### config.mk
export PLATFORM = sky130hd
export DESIGN_NAME = bcs_cell
export DESIGN_NICKNAME = d
export VERILOG_FILES = /design/src/hdl/bcs_pkg.sv /design/src/hdl/bcs_cell.sv
export SDC_FILE = /design/constraint.sdc
export NUM_CORES = 2
export LEC_CHECK = 0
export BUFFER_PORTS_ARGS = -buffer_cell sky130_fd_sc_hd__buf_2
export CAP_MARGIN = 20
export CORE_MARGIN = 5
export CORE_UTILIZATION = 56
export CTS_CLUSTER_DIAMETER = 150
export DETAILED_ROUTE_END_ITERATION = 16
export HOLD_SLACK_MARGIN = 0.08
export PLACE_DENSITY = 0.74
export SYNTH_ARGS = -nofsm -noshare
export SYNTH_HDL_FRONTEND = slang
export SYNTH_SLANG_ARGS = --single-unit
### constraint.sdc
create_clock -name clk -period 12.04 [get_ports clk]
set_clock_uncertainty 0.2 [all_clocks]
set_input_delay 1.806 -clock clk [delete_from_list [all_inputs] [get_ports clk]]
set_output_delay 1.806 -clock clk [all_outputs]
set_load 0.02 [all_outputs]
### src/hdl/bcs_pkg.sv
`timescale 1ns / 1ps
// ----------------------------------------------------------------------------
// bcs_pkg
// Shared types and codes for the Bezier curve sampler.
// ----------------------------------------------------------------------------
package bcs_pkg;

	localparam logic [1:0] ACT_ADD   = 2'd0;
	localparam logic [1:0] ACT_EVAL  = 2'd1;
	localparam logic [1:0] ACT_CLEAR = 2'd2;

	localparam int TW = 17;                 // t as 0.16 plus one bit for t = 1
	localparam int DIV_STEPS = TW;

	typedef enum logic [2:0] {
		ST_IDLE,
		ST_DIV,
		ST_LOAD,
		ST_LERP,
		ST_EMIT
	} state_t;

	typedef struct packed {
		logic          load;   // copy control point into work register
		logic          step;   // one de Casteljau level
		logic [TW-1:0] t;
	} cell_ctl_t;

endpackage

### src/hdl/bcs_cell.sv
`timescale 1ns / 1ps
// ----------------------------------------------------------------------------
// bcs_cell
// One control point slot and its de Casteljau work register pair.
// ----------------------------------------------------------------------------
module bcs_cell #(
	parameter int WW = 16,
	parameter int FRAC_BITS = 6
) (
	input  logic                clk,
	input  logic                wr_en,
	input  logic [9:0]          px,
	input  logic [9:0]          py,
	input  bcs_pkg::cell_ctl_t  ctl,
	input  logic [WW-1:0]       nb_x,
	input  logic [WW-1:0]       nb_y,
	output logic [WW-1:0]       wx,
	output logic [WW-1:0]       wy
);
	import bcs_pkg::*;

	logic [9:0]    ctrl_x_q, ctrl_y_q;
	logic [WW-1:0] wx_q, wy_q;

	// a + round((b - a) * t / 2^16); equals the two-product form exactly
	function automatic logic [WW-1:0] lerp(input logic [WW-1:0] a,
		input logic [WW-1:0] b, input logic [TW-1:0] t);
		logic signed [WW:0]    d;
		logic signed [WW+18:0] p;
		d = $signed({1'b0, b}) - $signed({1'b0, a});
		p = d * $signed({1'b0, t}) + (WW+19)'(32768);
		return a + WW'(p >>> 16);
	endfunction

	always_ff @(posedge clk) begin
		if (wr_en) begin
			ctrl_x_q <= px;
			ctrl_y_q <= py;
		end
		if (ctl.load) begin
			wx_q <= WW'(ctrl_x_q) << FRAC_BITS;
			wy_q <= WW'(ctrl_y_q) << FRAC_BITS;
		end else if (ctl.step) begin
			wx_q <= lerp(wx_q, nb_x, ctl.t);
			wy_q <= lerp(wy_q, nb_y, ctl.t);
		end
	end

	assign wx = wx_q;
	assign wy = wy_q;

endmodule

==> out/qor.yml <==
outcome: "complete, no violations"
io_pins: 105
globalRouteTotalUtil_pct: 26.4
syn_avg_cell_area_sq_um: 8.97
drt_iter0_drc: 990
place_hpwl_mm: 44.5
crit_path_end_kind: "flip-flop"
yosysSeqAreaShare_pct: 6.41
final_antenna_net_count: 0
drive_above_1_share_pct: 8.33
synth_edf_count: 40
route.detailed.drc: 0
syn-cell-area_sq_um: 22500
cpLargestDelayFamily: "adder cells"
clk_latency_ns: 0.32
dp_cells: 3095
synth.distinct_cells: 69
fin_nets: 3380
register_area_sq_um: 1440
synthArstFlopShare_pct: 0
period_minus_slack_ns: 11.64
layout_common_cells: "576 x inv_1, 452 x fa_1, 326 x nand2_1, 276 x ha_1, 194 x and2_1"
critPathArrivalTime_ns: 11.51
start_kind: "input pin"
clockBufferDepth: 2
ys_seq_elements: 52
synth_ff_type: "edfxtp_1"
cap_violations: 0
wire_per_inst_microns: 18.1
worst_pin_slew_ns: 0.892
hold_viol_final: 0
rows: 73
die-width_microns: 210
grt_pass1_wl_mm: 94.9
required_ns: 11.91
port_buffers: 104
setup_violations: 0
crit_type: "in2reg"
yosys_warnings: 0
cts.sink_count: 52
area_growth_pct: 7.16
mostFrequentLayoutCell: "inv_1"
slew_headroom_pct: 40.5
holdBufCountCts: 0
initial_utilization_pct: 56.6
cp_slowest_cell: "fa_1"
grt_max_degree: 35
antenna_cells: 0
grt_overflow_total: 0
slew_violations: 0
grt_pass1_vias: 19150
grt_antenna_before_repair: 1
num_vias: 17051
tritoncts: "yes"
die_y_microns: 210
core-area_sq_um: 39700
die_area_sq_um: 44200
cts-buffers-inserted: 5
layoutNonFillerInstCount: 3105
fmax_ghz: 0.0859
firstDrtPassIters: 5
critPathMaxStageDelay_ns: 0.59
crit_path_max_fanout: 17
clk_pin_slew_worst_paths_ns: 0.08
fillers: 3443
cts-root-buf: "clkbuf_16"
synth_nets: 3306
avgViaCountPerCell: 5.49
setup_tns_ns: 0
totalWireLength_mm: 56.1
multi_input_area_sq_um: 18600
h-tree-depth: 2
synthCells: 2505
crit_path_frequent_cell: "fa_1"
gp_congestion: 0.877
worst-path-buf-inv: 6
hold_class: "reg2reg"
period_share_pct: 96.7
==> cells in the mapped netlist (2+ instances only) <==
library cell  count  share of area, %
xnor3_1           2              0.20
o21ai_0          36              0.80
and4_1            2             0.078
fa_1            452                40
edfxtp_1         40               5.3
nor3_1           16              0.36
clkbuf_1         91               1.5
a31oi_1           4              0.11
nand3_1          10              0.22
a21o_1           24              0.80
dfxtp_1          12               1.1
a41oi_1           2             0.078
o21bai_1          7              0.23
mux2i_1           9              0.40
a311oi_1          3              0.12
and3b_1           2             0.078
a311o_1           2             0.089
a21oi_1          47               1.0
a211oi_1          9              0.30
or3_1             7              0.19
and3_1            8              0.22
nand2b_1         12              0.33
nand2_1         326               5.4
and4b_1           2             0.089
nor2b_1          70               1.9
inv_1           576               9.6
o41a_1            3              0.15
o211ai_1          6              0.20
or2_2            21              0.58
and2_1          194               5.4
o21a_1           21              0.70
o41ai_1           2             0.078
o21ai_1           5              0.11
ha_1            276                15
nor4_1            2             0.056
nor2_1           74               1.2
xor2_1           24              0.94
nand4_1           6              0.17
o31a_1            6              0.23
o31ai_1           6              0.20
xnor2_1          58               2.3
a211oi_2          2              0.11
a221o_1           2             0.089
==> cell type report <==
class,count,area share [%]
flip-flops and latches,52,5.98
clock buffers,6,0.535
clock inverters,2,0.0727
well taps,525,2.73
repair buffers,159,4.29
inverters,576,8.98
multi-input cells,1785,77.4
==> tightest hold or removal path: stages, from the launching register on <==
cell and delay [ns]:
edfxtp_1 0.32, nand2_1 0.05, o21ai_0 0.06
==> cells by family (layout without fill, tap and decap cells) <==
| logic type | count (synthesis) | after routing | synth area share (%) |
|---|---|---|---|
| adders and majority gates | 728 | 728 | 55.6 |
| xor gates and xnor gates | 85 | 85 | 3.47 |
| DFF | 52 | 52 | 6.41 |
| and+or+nand+nor | 759 | 759 | 16.7 |
| AOI/OAI and AO/OA | 204 | 204 | 6.29 |
| buffers and inverters | 668 | 743 | 11.2 |
| muxes | 9 | 9 | 0.401 |
==> worst paths after layout <==
kind / endpoint / depth (start not counted) / slack (ns) / startpoint
min: wy[7] / 2 / 0.33 / ctrl_y_q[1]
max reg2reg: wx[15] / 41 / 1.44 / wx[1]
max: wx[15] / 41 / 0.40 / nb_x[1]
min reg2reg: wy[7] / 2 / 0.33 / ctrl_y_q[1]
==> registers in the layout (all words and copies together) (netlist names) <==
name      cells
wx           16
wy           16
ctrl_x_q     10
ctrl_y_q     10
==> metal layers <==
| metal | share of wire (%) | up-vias | track usage, % | wire length [microns] |
|---|---|---|---|---|
| met2 | 50 | 591 | 46.3 | 28100 |
| met3 | 6.3 | 126 | 3.38 | 3510 |
| met1 | 41 | 8621 | 34.9 | 23000 |
| li1 | - | 7711 | - | - |
| met5 | 0.023 | - | 0 | 13 |
| met4 | 2.6 | 2 | 7.11 | 1430 |
==> through the flow <==
step	cell area, sq um	hold WS (ns)	worst slack [ns]	utilization, %
finish	24100	0.332	0.400	60.6
floorplan	22500	0.293	0.734	-
CTS	23900	0.335	0.144	60.3
global route	24100	0.362	-0.0303	60.6
global placement	23800	0.303	0.104	59.9
detailed placement	23800	0.318	-0.157	59.9
==> what timing repair did <==
item                       4_1_cts  5_1_grt
setup buffers                    0        2
gates resized for setup          0       20
setup endpoints to repair        0        2
Power is left out: the tool's default activity adds up to more than one toggle a clock period on the data nets, which glitch-free logic cannot reach.
